--- src/rtl/bsos_pkg.sv ---
// Shared types, constants and helper functions for the beacon seek sequencer.
`default_nettype none

package bsos_pkg;

    // Wait timer width and its limits
    localparam int TIMER_BITS = 10;
    localparam int CMP_W      = (TIMER_BITS > 10) ? TIMER_BITS : 10;
    localparam logic [TIMER_BITS-1:0] TMAX = {TIMER_BITS{1'b1}};

    // Fixed counts
    localparam logic [9:0] PAUSE_TICKS = 10'd10;
    localparam logic [1:0] FLASH_SETS  = 2'd3;
    localparam logic [9:0] EDGE_MAX    = 10'd1023;

    // Config register indexes
    localparam logic [2:0] CFG_OBSTACLE_THRESHOLD = 3'd0;
    localparam logic [2:0] CFG_TURN_TICKS         = 3'd1;
    localparam logic [2:0] CFG_SEARCH_LIMIT       = 3'd2;
    localparam logic [2:0] CFG_REVERSE_TIME       = 3'd3;
    localparam logic [2:0] CFG_SIDESTEP_TIME      = 3'd4;
    localparam logic [2:0] CFG_CRUISE_TIME        = 3'd5;
    localparam logic [2:0] CFG_LONG_FLASH_HALF    = 3'd6;
    localparam logic [2:0] CFG_SHORT_FLASH_HALF   = 3'd7;

    // H-bridge pin patterns: right one, right two, left one, left two
    localparam logic [3:0] PINS_OFF    = 4'h0;
    localparam logic [3:0] PINS_FWD    = 4'h5;
    localparam logic [3:0] PINS_REV    = 4'hA;
    localparam logic [3:0] PINS_BRAKE  = 4'hF;
    localparam logic [3:0] PINS_SPIN_R = 4'hD;
    localparam logic [3:0] PINS_SPIN_L = 4'h7;

    typedef enum logic [3:0] {
        PH_FLASH_LONG  = 4'd0,
        PH_FLASH_SHORT = 4'd1,
        PH_SEARCH      = 4'd2,
        PH_CHECK       = 4'd3,
        PH_PAUSE       = 4'd4,
        PH_REVERSE     = 4'd5,
        PH_TURN_LEFT   = 4'd6,
        PH_SIDESTEP    = 4'd7,
        PH_TURN_RIGHT  = 4'd8,
        PH_CRUISE      = 4'd9,
        PH_HALT        = 4'd10
    } t_phase;

    typedef struct packed {
        logic [9:0] obstacle_threshold;
        logic [9:0] turn_ticks;
        logic [9:0] search_limit;
        logic [9:0] reverse_time;
        logic [9:0] sidestep_time;
        logic [9:0] cruise_time;
        logic [7:0] long_flash_half;
        logic [7:0] short_flash_half;
    } t_cfg;

    typedef struct packed {
        logic [9:0] left_proximity;
        logic [9:0] right_proximity;
        logic       beacon_left_absent;
        logic       beacon_right_absent;
        logic       encoder_left;
        logic       encoder_right;
        logic       tick_mark;
    } t_sample;

    typedef struct packed {
        logic [3:0] pins;
        logic       leds_on;
        logic       halted;
    } t_result;

    typedef struct packed {
        logic                  done;
        logic [TIMER_BITS-1:0] timer;
    } t_timed;

    // One step of a tick wait of length n (clamped to the timer range)
    function automatic t_timed timed(logic [TIMER_BITS-1:0] timer, logic [9:0] n,
                                     logic tick);
        t_timed           res;
        logic [CMP_W-1:0] n_ext;
        logic [CMP_W-1:0] n_cl;
        logic [CMP_W-1:0] tmax_ext;
        n_ext    = CMP_W'(n);
        tmax_ext = CMP_W'(TMAX);
        n_cl     = (n_ext > tmax_ext) ? tmax_ext : n_ext;
        res.timer = timer;
        if (CMP_W'(timer) >= n_cl) begin
            res.done = 1'b1;
        end else begin
            if (tick && (timer != TMAX)) begin
                res.timer = timer + 1'b1;
            end
            res.done = (CMP_W'(res.timer) >= n_cl);
        end
        return res;
    endfunction

endpackage

`default_nettype wire

--- src/rtl/beacon_seek_obstacle_sequencer_top.sv ---
// A sample beat is held in the input register and its result beat in the result register.
// Throughput: one sample per cycle unless the result side stalls; the per-sample step is
// one compare, one counter update and a phase change between the two registers.
// Reset (synchronous, active low) empties both registers, loads the config defaults
// and puts the sequencer in its startup long flash with the motors off.
`default_nettype none

module beacon_seek_obstacle_sequencer_top (
    input  wire logic       i_clk,
    input  wire logic       i_rst_n,
    input  wire logic       i_cfg_we,
    input  wire logic [2:0] i_cfg_index,
    input  wire logic [9:0] i_cfg_data,
    input  wire logic       i_valid,
    output logic            o_ready,
    input  wire logic [9:0] i_left_proximity,
    input  wire logic [9:0] i_right_proximity,
    input  wire logic       i_beacon_left_absent,
    input  wire logic       i_beacon_right_absent,
    input  wire logic       i_encoder_left,
    input  wire logic       i_encoder_right,
    input  wire logic       i_tick_mark,
    output logic            o_valid,
    input  wire logic       i_ready,
    output logic            o_right_pin_one,
    output logic            o_right_pin_two,
    output logic            o_left_pin_one,
    output logic            o_left_pin_two,
    output logic            o_leds_on,
    output logic            o_halted
);

    bsos_pkg::t_cfg    cfg;
    bsos_pkg::t_sample in_sample;
    bsos_pkg::t_sample held_sample;
    bsos_pkg::t_result step_result;
    bsos_pkg::t_result out_result;
    logic              held_valid;
    logic              advance;

    assign in_sample.left_proximity      = i_left_proximity;
    assign in_sample.right_proximity     = i_right_proximity;
    assign in_sample.beacon_left_absent  = i_beacon_left_absent;
    assign in_sample.beacon_right_absent = i_beacon_right_absent;
    assign in_sample.encoder_left        = i_encoder_left;
    assign in_sample.encoder_right       = i_encoder_right;
    assign in_sample.tick_mark           = i_tick_mark;

    bsos_cfg_regs u_cfg (
        .i_clk       (i_clk),
        .i_rst_n     (i_rst_n),
        .i_cfg_we    (i_cfg_we),
        .i_cfg_index (i_cfg_index),
        .i_cfg_data  (i_cfg_data),
        .o_cfg       (cfg)
    );

    bsos_in_reg u_in (
        .i_clk     (i_clk),
        .i_rst_n   (i_rst_n),
        .i_valid   (i_valid),
        .o_ready   (o_ready),
        .i_sample  (in_sample),
        .i_advance (advance),
        .o_valid   (held_valid),
        .o_sample  (held_sample)
    );

    bsos_core u_core (
        .i_clk    (i_clk),
        .i_rst_n  (i_rst_n),
        .i_step   (advance),
        .i_sample (held_sample),
        .i_cfg    (cfg),
        .o_result (step_result)
    );

    bsos_out_reg u_out (
        .i_clk      (i_clk),
        .i_rst_n    (i_rst_n),
        .i_in_valid (held_valid),
        .i_result   (step_result),
        .o_advance  (advance),
        .o_valid    (o_valid),
        .i_ready    (i_ready),
        .o_result   (out_result)
    );

    assign o_right_pin_one = out_result.pins[3];
    assign o_right_pin_two = out_result.pins[2];
    assign o_left_pin_one  = out_result.pins[1];
    assign o_left_pin_two  = out_result.pins[0];
    assign o_leds_on       = out_result.leds_on;
    assign o_halted        = out_result.halted;

endmodule

`default_nettype wire

--- src/rtl/bsos_cfg_regs.sv ---
// Configuration register file with reset defaults.
`default_nettype none

module bsos_cfg_regs (
    input  wire logic        i_clk,
    input  wire logic        i_rst_n,
    input  wire logic        i_cfg_we,
    input  wire logic [2:0]  i_cfg_index,
    input  wire logic [9:0]  i_cfg_data,
    output bsos_pkg::t_cfg   o_cfg
);

    bsos_pkg::t_cfg r_cfg;

    // Register writes, defaults on reset
    always_ff @(posedge i_clk) begin
        if (!i_rst_n) begin
            r_cfg.obstacle_threshold <= 10'd300;
            r_cfg.turn_ticks         <= 10'd156;
            r_cfg.search_limit       <= 10'd936;
            r_cfg.reverse_time       <= 10'd100;
            r_cfg.sidestep_time      <= 10'd120;
            r_cfg.cruise_time        <= 10'd5;
            r_cfg.long_flash_half    <= 8'd50;
            r_cfg.short_flash_half   <= 8'd16;
        end else if (i_cfg_we) begin
            case (i_cfg_index)
                bsos_pkg::CFG_OBSTACLE_THRESHOLD: r_cfg.obstacle_threshold <= i_cfg_data;
                bsos_pkg::CFG_TURN_TICKS:         r_cfg.turn_ticks         <= i_cfg_data;
                bsos_pkg::CFG_SEARCH_LIMIT:       r_cfg.search_limit       <= i_cfg_data;
                bsos_pkg::CFG_REVERSE_TIME:       r_cfg.reverse_time       <= i_cfg_data;
                bsos_pkg::CFG_SIDESTEP_TIME:      r_cfg.sidestep_time      <= i_cfg_data;
                bsos_pkg::CFG_CRUISE_TIME:        r_cfg.cruise_time        <= i_cfg_data;
                bsos_pkg::CFG_LONG_FLASH_HALF:    r_cfg.long_flash_half    <= i_cfg_data[7:0];
                bsos_pkg::CFG_SHORT_FLASH_HALF:   r_cfg.short_flash_half   <= i_cfg_data[7:0];
                default: begin
                end
            endcase
        end
    end

    assign o_cfg = r_cfg;

endmodule

`default_nettype wire

--- src/rtl/bsos_in_reg.sv ---
// Input register stage for sensor sample beats.
`default_nettype none

module bsos_in_reg (
    input  wire logic              i_clk,
    input  wire logic              i_rst_n,
    input  wire logic              i_valid,
    output logic                   o_ready,
    input  wire bsos_pkg::t_sample i_sample,
    input  wire logic              i_advance,
    output logic                   o_valid,
    output bsos_pkg::t_sample      o_sample
);

    logic              r_valid;
    bsos_pkg::t_sample r_sample;

    // Free when empty or when the held beat moves on this cycle
    assign o_ready = !r_valid || i_advance;

    always_ff @(posedge i_clk) begin
        if (!i_rst_n) begin
            r_valid <= 1'b0;
        end else if (o_ready) begin
            r_valid <= i_valid;
        end
    end

    always_ff @(posedge i_clk) begin
        if (o_ready && i_valid) begin
            r_sample <= i_sample;
        end
    end

    assign o_valid  = r_valid;
    assign o_sample = r_sample;

endmodule

`default_nettype wire

--- src/rtl/bsos_core.sv ---
// Sequencer state registers and per-sample next-state logic.
`default_nettype none

module bsos_core (
    input  wire logic              i_clk,
    input  wire logic              i_rst_n,
    input  wire logic              i_step,
    input  wire bsos_pkg::t_sample i_sample,
    input  wire bsos_pkg::t_cfg    i_cfg,
    output bsos_pkg::t_result      o_result
);

    bsos_pkg::t_phase                r_phase, n_phase;
    bsos_pkg::t_phase                r_return, n_return;
    logic [bsos_pkg::TIMER_BITS-1:0] r_timer, n_timer;
    logic [9:0]                      r_edge, n_edge;
    logic                            r_last, n_last;
    logic [1:0]                      r_count, n_count;
    logic                            r_lit, n_lit;
    logic [3:0]                      r_pins, n_pins;
    logic                            r_stopped, n_stopped;

    // State registers
    always_ff @(posedge i_clk) begin
        if (!i_rst_n) begin
            r_phase   <= bsos_pkg::PH_FLASH_LONG;
            r_return  <= bsos_pkg::PH_SEARCH;
            r_timer   <= '0;
            r_edge    <= '0;
            r_last    <= 1'b0;
            r_count   <= '0;
            r_lit     <= 1'b1;
            r_pins    <= bsos_pkg::PINS_OFF;
            r_stopped <= 1'b0;
        end else if (i_step) begin
            r_phase   <= n_phase;
            r_return  <= n_return;
            r_timer   <= n_timer;
            r_edge    <= n_edge;
            r_last    <= n_last;
            r_count   <= n_count;
            r_lit     <= n_lit;
            r_pins    <= n_pins;
            r_stopped <= n_stopped;
        end
    end

    // Next state and result for the current sample
    always_comb begin
        bsos_pkg::t_timed tw;
        bsos_pkg::t_phase enter_to;
        logic             do_enter;
        logic             leds;
        logic             enc;
        logic [9:0]       cnt;
        logic             obstacle;
        logic             both_absent;

        n_phase   = r_phase;
        n_return  = r_return;
        n_timer   = r_timer;
        n_edge    = r_edge;
        n_last    = r_last;
        n_count   = r_count;
        n_lit     = r_lit;
        n_pins    = r_pins;
        n_stopped = r_stopped;
        do_enter  = 1'b0;
        enter_to  = bsos_pkg::PH_HALT;
        leds      = 1'b0;
        tw        = '0;
        enc       = 1'b0;
        cnt       = r_edge;
        obstacle  = (i_sample.left_proximity >= i_cfg.obstacle_threshold) ||
                    (i_sample.right_proximity >= i_cfg.obstacle_threshold);
        both_absent = i_sample.beacon_left_absent && i_sample.beacon_right_absent;

        case (r_phase)
            bsos_pkg::PH_FLASH_LONG, bsos_pkg::PH_FLASH_SHORT: begin
                tw = bsos_pkg::timed(r_timer,
                    (r_phase == bsos_pkg::PH_FLASH_LONG) ? {2'b00, i_cfg.long_flash_half}
                                                         : {2'b00, i_cfg.short_flash_half},
                    i_sample.tick_mark);
                n_timer = tw.timer;
                leds    = r_lit;
                if (tw.done) begin
                    n_timer = '0;
                    if (r_lit) begin
                        n_lit = 1'b0;
                        leds  = 1'b0;
                    end else if (r_count + 2'd1 >= bsos_pkg::FLASH_SETS) begin
                        do_enter = 1'b1;
                        enter_to = r_return;
                        leds     = 1'b0;
                    end else begin
                        n_count = r_count + 2'd1;
                        n_lit   = 1'b1;
                        leds    = 1'b1;
                    end
                end
            end
            bsos_pkg::PH_SEARCH: begin
                if (i_sample.beacon_left_absent || i_sample.beacon_right_absent) begin
                    n_pins = i_sample.beacon_left_absent ? bsos_pkg::PINS_SPIN_R
                                                         : bsos_pkg::PINS_SPIN_L;
                    n_last = i_sample.encoder_left;
                    if ((i_sample.encoder_left != r_last) && (r_edge != bsos_pkg::EDGE_MAX)) begin
                        cnt = r_edge + 10'd1;
                    end
                    n_edge = cnt;
                    if (cnt > i_cfg.search_limit) begin
                        n_return = bsos_pkg::PH_HALT;
                        do_enter = 1'b1;
                        enter_to = bsos_pkg::PH_FLASH_LONG;
                        leds     = 1'b1;
                    end
                end else begin
                    do_enter = 1'b1;
                    enter_to = bsos_pkg::PH_CHECK;
                end
            end
            bsos_pkg::PH_CHECK: begin
                do_enter = 1'b1;
                if (obstacle) begin
                    n_pins   = bsos_pkg::PINS_BRAKE;
                    n_return = both_absent ? bsos_pkg::PH_HALT : bsos_pkg::PH_PAUSE;
                    enter_to = both_absent ? bsos_pkg::PH_FLASH_LONG
                                           : bsos_pkg::PH_FLASH_SHORT;
                    leds     = 1'b1;
                end else begin
                    n_pins   = bsos_pkg::PINS_FWD;
                    enter_to = bsos_pkg::PH_CRUISE;
                end
            end
            bsos_pkg::PH_PAUSE: begin
                n_pins  = bsos_pkg::PINS_BRAKE;
                tw      = bsos_pkg::timed(r_timer, bsos_pkg::PAUSE_TICKS, i_sample.tick_mark);
                n_timer = tw.timer;
                if (tw.done) begin
                    do_enter = 1'b1;
                    enter_to = bsos_pkg::PH_REVERSE;
                end
            end
            bsos_pkg::PH_REVERSE: begin
                n_pins  = bsos_pkg::PINS_REV;
                tw      = bsos_pkg::timed(r_timer, i_cfg.reverse_time, i_sample.tick_mark);
                n_timer = tw.timer;
                if (tw.done) begin
                    do_enter = 1'b1;
                    enter_to = bsos_pkg::PH_TURN_LEFT;
                end
            end
            bsos_pkg::PH_TURN_LEFT, bsos_pkg::PH_TURN_RIGHT: begin
                // Left turn watches the right wheel, right turn the left wheel
                enc = (r_phase == bsos_pkg::PH_TURN_LEFT) ? i_sample.encoder_right
                                                          : i_sample.encoder_left;
                if (r_edge < i_cfg.turn_ticks) begin
                    n_pins = (r_phase == bsos_pkg::PH_TURN_LEFT) ? bsos_pkg::PINS_SPIN_L
                                                                 : bsos_pkg::PINS_SPIN_R;
                    n_last = enc;
                    if ((enc != r_last) && (r_edge != bsos_pkg::EDGE_MAX)) begin
                        cnt = r_edge + 10'd1;
                    end
                    n_edge = cnt;
                end
                if (cnt >= i_cfg.turn_ticks) begin
                    n_pins   = bsos_pkg::PINS_BRAKE;
                    do_enter = 1'b1;
                    enter_to = (r_phase == bsos_pkg::PH_TURN_LEFT) ? bsos_pkg::PH_SIDESTEP
                                                                   : bsos_pkg::PH_SEARCH;
                end
            end
            bsos_pkg::PH_SIDESTEP: begin
                n_pins  = bsos_pkg::PINS_FWD;
                tw      = bsos_pkg::timed(r_timer, i_cfg.sidestep_time, i_sample.tick_mark);
                n_timer = tw.timer;
                if (tw.done) begin
                    do_enter = 1'b1;
                    enter_to = bsos_pkg::PH_TURN_RIGHT;
                end
            end
            bsos_pkg::PH_CRUISE: begin
                n_pins  = bsos_pkg::PINS_FWD;
                tw      = bsos_pkg::timed(r_timer, i_cfg.cruise_time, i_sample.tick_mark);
                n_timer = tw.timer;
                if (tw.done) begin
                    do_enter = 1'b1;
                    enter_to = bsos_pkg::PH_SEARCH;
                end
            end
            default: begin
                // Halted for good
                n_phase   = bsos_pkg::PH_HALT;
                n_pins    = bsos_pkg::PINS_BRAKE;
                n_stopped = 1'b1;
            end
        endcase

        // Phase entry: clear counters, capture watched encoder level, restart a flash, brake on halt
        if (do_enter) begin
            n_phase = enter_to;
            n_timer = '0;
            n_edge  = '0;
            n_last  = (enter_to == bsos_pkg::PH_TURN_LEFT) ? i_sample.encoder_right
                                                           : i_sample.encoder_left;
            if ((enter_to == bsos_pkg::PH_FLASH_LONG) ||
                (enter_to == bsos_pkg::PH_FLASH_SHORT)) begin
                n_count = '0;
                n_lit   = 1'b1;
            end
            if (enter_to == bsos_pkg::PH_HALT) begin
                n_stopped = 1'b1;
                n_pins    = bsos_pkg::PINS_BRAKE;
            end
        end

        o_result.pins    = n_pins;
        o_result.leds_on = leds;
        o_result.halted  = n_stopped;
    end

endmodule

`default_nettype wire

--- src/rtl/bsos_out_reg.sv ---
// Output result register holding one result beat.
`default_nettype none

module bsos_out_reg (
    input  wire logic              i_clk,
    input  wire logic              i_rst_n,
    input  wire logic              i_in_valid,
    input  wire bsos_pkg::t_result i_result,
    output logic                   o_advance,
    output logic                   o_valid,
    input  wire logic              i_ready,
    output bsos_pkg::t_result      o_result
);

    logic              r_valid;
    bsos_pkg::t_result r_result;

    // A held sample moves on when the slot is empty or being drained
    assign o_advance = i_in_valid && (!r_valid || i_ready);

    always_ff @(posedge i_clk) begin
        if (!i_rst_n) begin
            r_valid <= 1'b0;
        end else if (!r_valid || i_ready) begin
            r_valid <= i_in_valid;
        end
    end

    always_ff @(posedge i_clk) begin
        if (o_advance) begin
            r_result <= i_result;
        end
    end

    assign o_valid  = r_valid;
    assign o_result = r_result;

endmodule

`default_nettype wire

--- config.mk ---
export PLATFORM = sky130hd
export DESIGN_NAME = beacon_seek_obstacle_sequencer_top
export DESIGN_NICKNAME = d
export VERILOG_FILES = /design/src/rtl/bsos_pkg.sv /design/src/rtl/beacon_seek_obstacle_sequencer_top.sv /design/src/rtl/bsos_cfg_regs.sv /design/src/rtl/bsos_in_reg.sv /design/src/rtl/bsos_core.sv /design/src/rtl/bsos_out_reg.sv
export SDC_FILE = /design/constraint.sdc
export NUM_CORES = 1
export LEC_CHECK = 0
export ABC_AREA = 1
export BUFFER_PORTS_ARGS = -buffer_cell sky130_fd_sc_hd__buf_4
export CAP_MARGIN = 20
export CORE_MARGIN = 2
export CORE_UTILIZATION = 63
export CTS_CLUSTER_SIZE = 14
export DETAILED_ROUTE_END_ITERATION = 6
export PLACE_DENSITY_LB_ADDON = 0.1
export SLEW_MARGIN = 20
export SYNTH_ARGS = -nofsm -noshare
export SYNTH_HDL_FRONTEND = slang
export SYNTH_SLANG_ARGS = --single-unit
--- constraint.sdc ---
create_clock -name i_clk -period 4.19 [get_ports i_clk]
set_input_delay 0.838 -clock i_clk [delete_from_list [all_inputs] [get_ports i_clk]]
set_output_delay 0.838 -clock i_clk [all_outputs]
set_load 0.02 [all_outputs]
==> out/metrics.cfg, run 1 <==
[run_status]
status=finished clean

[worst_setup_path]
critPathArrivalTime_ns=4.21
worst_path_most_repeated_cell=nand4_1
worstSetupStartpointType=flip-flop
worst-setup-path-type=reg2reg
critical_path_required_ns=4.33
cp_cell_sequence=inv_2 > ha_1 > a21boi_0 > o211ai_1 > nand3_2 > nor3b_4 > buf_6 > nor2_1 > a21oi_4 > ha_4 > a21oi_1 > o21ai_1 > nand2_1 > nand4_1 > nand2_1 > nand4_1 > nor2_8 > inv_4 > nand4_1 > nand4_1
crit_path_end_kind=flip-flop
ff2ff_path_depth=20
cp_num_buf_inv=3
crit_fanout=5
cp.depth=20
cp_top_family=simple AND/OR/NAND/NOR gates
cpMaxStageDelayCell=o211ai_1
cpPeakStageDelay_ns=0.39

[global_routing]
grt_start_max_net_pins=54
gr-total-overflow=0
use_met3_pct=5.946
grt_usage_pct=32.48
grt_pass1_vias=8517
grt_pass1_wl_mm=41.90
grt.met2_usage_pct=51.81
busiest_layer=met2
antenna_found_initial=0
grtUsageMet1_pct=44.03

[job]
drv_cap=0

[timing]
worstMarginPinSlew_ns=0.7494
max_freq_mhz=245.8
finalMaxSlewViolations=0
final-hold-violation-count=0
final.setup.tns_ns=0
clock_skew_ns=0.01260
period_share_pct=97.08
setup_slack_ns=0.1224
final-setup-viol-count=0
period_needed_ns=4.068
maxSlewHeadroom_pct=49.85

[layout]
layout_common_cells=nand2_1, inv_1, nor2_1
fill_cells=1186
area_delta_synth_final_pct=15.77
regArea_um2=3222
final_util_pct=74.51
drive_gt1_share_pct=12.63
n_antenna_cell=0
nets=1577
layout_commonest_cell=nand2_1
multiInputGateArea_um2=5839

[clock_tree]
cts_buffers=17
cts.path.max_buffers=2
clock-root-buffer=clkbuf_16
cts_tree=yes
cts.hold.buffers_added=0
insertion_delay_ns=0.44
cts.clk_slew.worst_paths_ns=0.07
htree_levels=4
clock_sinks=145

[place]
gp_congestion=0.9728
dpl.hpwl_mm=19.22
post-place-ws_ns=0.007415
portBuffers=50

[synthesis]
ys_ff_latch=145
synth.distinct_cells=44
synth_nets=1505
syn_inst=1332
synth.yosys.seq_area_share_pct=32.96
synthesis.area_um2=9748
avgSynthCellArea_um2=7.318
synth_warnings=0

[floorplan]
fp.dieH_um=128.4
core_um2=15150
rows=45
io_pins=51
die_w_um=128.4
dieArea_um2=16480
initial_core_util_pct=64.36

[min_path]
whs_path_depth=2
hold_class=reg2reg

[power]
p_per_area_nw_per_um2=307.5
worst_ir_drop_vdd_uv=310.7
power_w=0.003471
p_leak_nw=5.415

[routing]
drc_errors=0
via_per_inst=5.795
drtIter0Drc=807
dr.pass1.iters=6
post_drt_wl_per_cell_um=16.45
drtAntennaViolNets=0
num_vias=9301
wirelength_mm=26.40

## layout make-up
type | count | share of cell area [%]
Sequential cell | 145 | 28.55
Tap cell | 188 | 2.084
Clock buffer | 22 | 4.390
Timing Repair Buffer | 87 | 6.109
Clock inverter | 10 | 0.9867
Multi-Input combinational cell | 969 | 51.74
Inverter | 184 | 6.142
## final timing paths
kind	from	end	slack, ns
worst max-delay path	u_cfg.o_cfg[57]	u_out.o_result[4]	0.12
worst max register to register	u_cfg.o_cfg[57]	u_out.o_result[4]	0.12
worst min-delay path	u_cfg.o_cfg[4]	u_cfg.o_cfg[4]	0.46
worst min register to register	u_cfg.o_cfg[4]	u_cfg.o_cfg[4]	0.46
## Yosys cell counts, drive strengths merged
master | instances | share of area, %
a21o | 5 | 0.39
or2 | 1 | 0.064
inv | 183 | 7.0
dfxtp | 114 | 23
clkinv | 1 | 0.038
nand2 | 259 | 10
clkbuf | 26 | 1.0
mux2 | 2 | 0.23
o211ai | 35 | 2.7
a21boi | 1 | 0.077
mux2i | 7 | 0.72
nand3 | 60 | 3.2
nand4 | 23 | 1.5
o21bai | 5 | 0.39
nor3 | 14 | 0.72
and3 | 1 | 0.064
edfxtp | 31 | 9.5
o21a | 8 | 0.62
nand3b | 2 | 0.15
a31oi | 2 | 0.13
a21oi | 118 | 6.5
ha | 130 | 17
nor3b | 1 | 0.077
a2111oi | 1 | 0.090
o21ai | 108 | 5.6
xor2 | 12 | 1.1
nor2 | 163 | 6.6
o211a | 1 | 0.10
buf | 9 | 0.58
xnor2 | 3 | 0.27
nor4 | 6 | 0.39
## per-layer routing
layer / up-vias / routed length (µm)
met1: 4212 / 11700
met3: 74 / 1937
met2: 406 / 11980
met5: - / 0
li1: 4609 / -
met4: 0 / 780
## sequential cells by signal, summed over array words and instances (netlist names)
name              count
u_core.r_phase        4
u_core.r_return       3
u_cfg.o_cfg          76
u_core.r_last         1
u_core.r_count        2
u_out.o_valid         1
u_core.r_edge        10
u_core.r_lit          1
u_in.o_sample        25
u_core.r_pins         4
u_core.r_timer       10
u_out.o_result        6
u_in.o_valid          1
u_core.r_stopped      1
## worst register-to-register path, delay by kind of cell (launching register included)
| kind | cells | cell delay (ns) |
|---|---|---|
| and+or+nand+nor | 10 | 1.75 |
| DFF | 1 | 0.32 |
| buffers and inverters | 3 | 0.28 |
| adders and majority gates | 2 | 0.50 |
| AOI/OAI and AO/OA | 5 | 0.92 |
## metrics by stage
step	instance area (µm²)	hold WS [ns]	instances
final	11290	0.4615	1605
after global routing	11290	0.4831	1605
after CTS	11050	0.4649	1595
after detailed placement	10440	0.4480	1563
after global placement	10440	0.4408	1563
after floorplan	9748	0.4270	1332
## cell families after synthesis
kind of cell               Yosys count  share of synthesized area [%]
DFF                                145                          32.96
buffers and inverters              219                          8.689
muxes                                9                         0.9498
xor gates and xnor gates            15                          1.348
adders and majority gates          130                          16.69
and+or+nand+nor                    530                          22.82
AOI/OAI and AO/OA                  284                          16.54
## power breakdown
part           leakage (nW)  total, W  switching [W]  internal (W)
clock                 0.303   0.00157       0.000653      0.000920
combinational          3.88  0.000395       0.000250      0.000145
sequential             1.23   0.00150      0.0000238       0.00148
## repair_timing
item	4_1_cts	5_1_grt
pin swaps	0	22
gates resized for setup	1	53
buffers inserted	0	6
cloned	0	4
setup endpoints to repair	11	41
Power figures use the tool's default switching activity.
==> run 2: changes to the inputs <==
- RECOVER_POWER: not set -> 100
==> run 2 against run 1 <==
  * Register-to-register slack worse by 0.02 ns
  * Hold slack worse by 0.0011 ns
  * Utilization down 0.30 points
  * Cell count unchanged
  * Non-clock buffer count unchanged
  * Clock skew down 0.0012 ns
  * The run now ends with capacitance limit, slew limit left
==> out/metrics.cfg, run 2 (synthesis results as in run 1) <==
[run_status]
status=finished with violations
violations=capacitance limit, slew limit

[floorplan]
rows=45
core_um2=15150
fp.dieH_um=128.4
io_pins=51
initial_core_util_pct=64.36
die_w_um=128.4
dieArea_um2=16480

[worst_setup_path]
critPathArrivalTime_ns=4.34
worstSetupStartpointType=flip-flop
crit_path_end_kind=flip-flop
critical_path_required_ns=4.45
cpPeakStageDelay_ns=0.38
cp_cell_sequence=inv_2 > ha_1 > a21boi_0 > o211ai_1 > nand3_2 > nor3b_4 > buf_4 > a21oi_2 > ha_1 > a21oi_2 > o21a_1 > nand4_1 > nand2_1 > nand4_1 > nor2_8 > nand3_2 > nand2_4 > nor2_4 > nand2_1 > a21oi_2
cp_num_buf_inv=2
cpMaxStageDelayCell=o211ai_1
worst_path_most_repeated_cell=a21oi_2
worst-setup-path-type=reg2reg
crit_fanout=12
cp_top_family=simple AND/OR/NAND/NOR gates

[layout]
finalInstanceArea_um2=11240
n_antenna_cell=0
layout_common_cells=nand2_1, inv_1, nor2_1
layout_commonest_cell=nand2_1
final_util_pct=74.22
drive_gt1_share_pct=11.71
area_delta_synth_final_pct=15.31
nets=1577
largest_reg_flops=76

[power]
combinationalPowerShare_pct=11.2
p_int_w=0.002539
netSwitchingPower_w=0.0009214
switching_share_pct=26.62
clock_power_share_pct=45.3
p_leak_nw=5.366
power_w=0.003461
p_per_area_nw_per_um2=307.9
worst_ir_drop_vdd_uv=310.2
power_frac_seq_pct=43.4

[routing]
drc_errors=0
via_per_inst=5.766
num_vias=9255
drtAntennaViolNets=0
post_drt_wl_per_cell_um=16.39
dr.pass1.iters=6
wl_met3_mm=1.854
routed.top_layer=met4
drtIter0Drc=868
wirelength_mm=26.31
wl_met2_mm=11.92
m1WireLength_mm=11.71

[clock_tree]
cts.path.max_buffers=2
clock_sinks=145
cts.hold.buffers_added=0
cts_buffers=17
htree_levels=4
cts_tree=yes
cts.clk_slew.worst_paths_ns=0.07
insertion_delay_ns=0.43
clock-root-buffer=clkbuf_16

[global_routing]
gr-total-overflow=0
grt_pass1_wl_mm=41.90
grt_usage_pct=32.48
antenna_found_initial=0
grt_pass1_vias=8517
grt_start_max_net_pins=54

[place]
portBuffers=50
dpl.hpwl_mm=19.22
post-place-ws_ns=0.007415
gp_congestion=0.9728
place_area_um2=10440

[timing]
period_needed_ns=4.086
period_share_pct=97.52
worstMarginPinSlew_ns=2.032
hold_ws_ns=0.4603
final-setup-viol-count=0
clock_skew_ns=0.01137
setup_slack_ns=0.1039
max_freq_mhz=244.7
final-hold-violation-count=0
maxSlewHeadroom_pct=-35.45
finalMaxSlewViolations=54

[min_path]
hold_class=reg2reg

[job]
drv_cap=1

## run 2: worst paths after layout
| check | from | end | slack (ns) | depth (start not counted) |
|---|---|---|---|---|
| setup reg to reg | u_cfg.o_cfg[57] | u_core.r_timer[0] | 0.10 | 20 |
| setup / recovery | u_cfg.o_cfg[57] | u_core.r_timer[0] | 0.10 | 20 |
| hold / removal | u_cfg.o_cfg[4] | u_cfg.o_cfg[4] | 0.46 | 2 |
| hold reg to reg | u_cfg.o_cfg[4] | u_cfg.o_cfg[4] | 0.46 | 2 |
## run 2: area by class of cell
type | count | area [µm²]
Clock buffer | 22 | 495.5
Clock inverter | 10 | 111.4
Timing Repair Buffer | 87 | 644.4
Sequential cell | 145 | 3222
Fill cell | 1201 | 3905
Inverter | 184 | 693.2
Tap cell | 188 | 235.2
Multi-Input combinational cell | 969 | 5839
## run 2: per-layer routing
layer | GRT usage, % | up-vias
li1 | - | 4616
met1 | 44.03 | 4196
met2 | 51.81 | 368
met3 | 5.946 | 75
met4 | 12.61 | 0
met5 | 0 | -
## run 2: what timing repair did
action,CTS,global route
gates resized for setup,1,53
cloned,0,4
pin swaps,0,22
endpoints found under the setup margin,11,41
setup buffers,0,6
## run 2: worst reg2reg max path, stage by stage, from the launching register on
cell      delay [ns]
dfxtp_2         0.32
inv_2           0.04
ha_1            0.27
a21boi_0        0.12
o211ai_1        0.38
nand3_2         0.18
nor3b_4         0.35
buf_4           0.24
a21oi_2         0.08
ha_1            0.34
a21oi_2         0.17
o21a_1          0.12
nand4_1         0.19
nand2_1         0.17
nand4_1         0.21
nor2_8          0.21
nand3_2         0.12
nand2_4         0.18
nor2_4          0.08
nand2_1         0.08
a21oi_2         0.06
## run 2: power groups by stage
| stage | logic [W] | registers [W] | clock network (W) |
|---|---|---|---|
| 2_1_floorplan | 0.000240 | 0.00153 | 0 |
| 3_3_place_gp | 0.000359 | 0.00153 | 0 |
| 3_5_place_dp | 0.000370 | 0.00153 | 0 |
| 4_1_cts | 0.000374 | 0.00150 | 0.00158 |
| 5_1_grt | 0.000439 | 0.00151 | 0.00165 |
| 6_report | 0.000389 | 0.00150 | 0.00157 |
## run 2: through the flow
stage                     setup TNS, ns  std cells
after floorplan                       0       1332
after global placement                0       1563
after detailed placement              0       1563
after CTS                             0       1595
after global routing            -0.9443       1605
final                                 0       1605
==> run 3: changes to the inputs <==
- GPL_TIMING_DRIVEN: not set -> 0
==> run 3 against run 2 <==
  * The run ends with DRC left
  * Count of clock-buffer cells in the layout decreased by 4
  * Sequential share of layout area is 0.22 points higher
  * Power shrank 1.6%
  * Clock power down 4%
  * Sequential cell count unchanged
  * Register-to-register slack worse by 0.04 ns
  * Cell count up 0.69%
  * Worst setup slack worse by 0.042 ns
  * Die area unchanged
==> out/metrics.cfg, run 3 (synthesis results as in run 1) <==
[timing]
worstMarginPinSlew_ns=1.109
maxSlewHeadroom_pct=25.99
final.setup.tns_ns=0
final-hold-violation-count=0
period_needed_ns=4.128
final-setup-viol-count=0
period_share_pct=98.51
finalMaxSlewViolations=0
max_freq_mhz=242.3
clock_skew_ns=0.009412

[worst_setup_path]
crit_path_end_kind=flip-flop
worstSetupStartpointType=flip-flop
cp_num_buf_inv=3
critPathArrivalTime_ns=4.44
worst-setup-path-type=reg2reg
critical_path_required_ns=4.51
cp_cell_sequence=inv_2 > ha_1 > a21boi_1 > o211ai_1 > nand3_2 > nor3b_4 > buf_6 > nor2_1 > a21oi_2 > ha_1 > a21oi_1 > o21ai_1 > nand2_1 > nand4_1 > nand2_1 > nand4_1 > nor2_8 > a21oi_1 > clkbuf_4 > o21ai_0 > a21oi_1
cpMaxStageDelayCell=o211ai_1
cp_top_family=simple AND/OR/NAND/NOR gates
crit_fanout=10
cpPeakStageDelay_ns=0.34
worst_path_most_repeated_cell=a21oi_1

[layout]
final_util_pct=74.09
layout_common_cells=nand2_1, inv_1, nor2_1
drive_gt1_share_pct=11.90
nets=1588
n_antenna_cell=0
finalInstanceArea_um2=11220
largest_reg_flops=76
area_delta_synth_final_pct=15.12
layout_commonest_cell=nand2_1

[floorplan]
io_pins=51
fp.dieH_um=128.4
dieArea_um2=16480
rows=45
core_um2=15150
die_w_um=128.4
initial_core_util_pct=64.36

[routing]
post_drt_wl_per_cell_um=16.61
num_vias=9372
drtAntennaViolNets=0
dr.pass1.iters=7
via_per_inst=5.800
wirelength_mm=26.84
drtIter0Drc=903
drc_errors=6

[global_routing]
grt_pass1_wl_mm=42.36
gr-total-overflow=0
antenna_found_initial=0
grt_usage_pct=32.76
grt_start_max_net_pins=26
grt_pass1_vias=8672

[place]
portBuffers=47
gp_congestion=0.9693
dpl.hpwl_mm=19.36
place_area_um2=10340

[run_status]
violations=DRC
status=finished with violations

[power]
p_leak_nw=5.345
worst_ir_drop_vdd_uv=305.0
p_per_area_nw_per_um2=303.3
power_w=0.003404

[min_path]
hold_class=reg2reg

[clock_tree]
cts_buffers=17
cts.clk_slew.worst_paths_ns=0.06
htree_levels=4
insertion_delay_ns=0.44
clock_sinks=145
clock-root-buffer=clkbuf_16
cts_tree=yes
cts.path.max_buffers=2

[job]
drv_cap=0

[run 3: changes by cell type in the layout (fill, tap and decap cells not counted), moves of 4 or more]
cell / previous run / this run
buf_4: 43 / 27
clkbuf_1: 13 / 36
dfxtp_1: 107 / 100
dfxtp_4: 0 / 4
nand3_1: 55 / 51
nand3_2: 5 / 9
[run 3: tightest hold or removal path, stage by stage, from the launching register on]
cell and delay [ns]:
dfxtp_1 0.30, inv_1 0.06, a21oi_1 0.06
[run 3: layer usage]
metal  track usage [%]  vias to the layer above  share of wire [%]
li1                  -                     4625                  -
met1             43.66                     4310                 44
met2             53.75                      371                 46
met3             5.655                       66                7.1
met4             11.96                        0                2.9
met5                 0                        -                  0
[run 3: path summary, 6_finish.rpt]
check	startpoint	endpoint	slack, ns	depth (start not counted)
setup / recovery	u_cfg.o_cfg[57]	u_core.r_edge[3]	0.06	21
hold / removal	u_core.r_return[2]	u_core.r_return[2]	0.45	2
setup reg to reg	u_cfg.o_cfg[57]	u_core.r_edge[3]	0.06	21
hold reg to reg	u_core.r_return[2]	u_core.r_return[2]	0.45	2
[run 3: timing repair]
item,4_1_cts,5_1_grt
hold buffers,0,0
cloned,0,0
gates resized for setup,12,72
buffers inserted,2,15
pin swaps,3,24
setup endpoints to repair,39,41
[run 3: report_power, final]
group          internal [W]  switching (W)  total (W)  leakage (nW)
clock              0.000838       0.000677    0.00151         0.286
combinational      0.000136       0.000252   0.000388          3.82
sequential          0.00148      0.0000243    0.00150          1.24
[run 3: cell type report]
type / count / area (µm²)
inverter: 184 / 693.2
tap: 188 / 235.2
buffer: 35 / 175.2
clock inverter: 14 / 141.4
clock buffer: 18 / 429.2
fill: 1196 / 3924
sequential: 145 / 3241
multi-input combinational: 968 / 5864
timing repair buffer: 64 / 442.9
[run 3: metrics by stage]
stage                     setup slack, ns  hold WS, ns  std cells
after global placement           -0.08864       0.4368       1567
final                             0.06232       0.4526       1616
after detailed placement          -0.1699       0.4452       1567
after global routing              -0.1349       0.4824       1616
after floorplan                    0.7299       0.4270       1332
after CTS                        0.006070       0.4595       1601
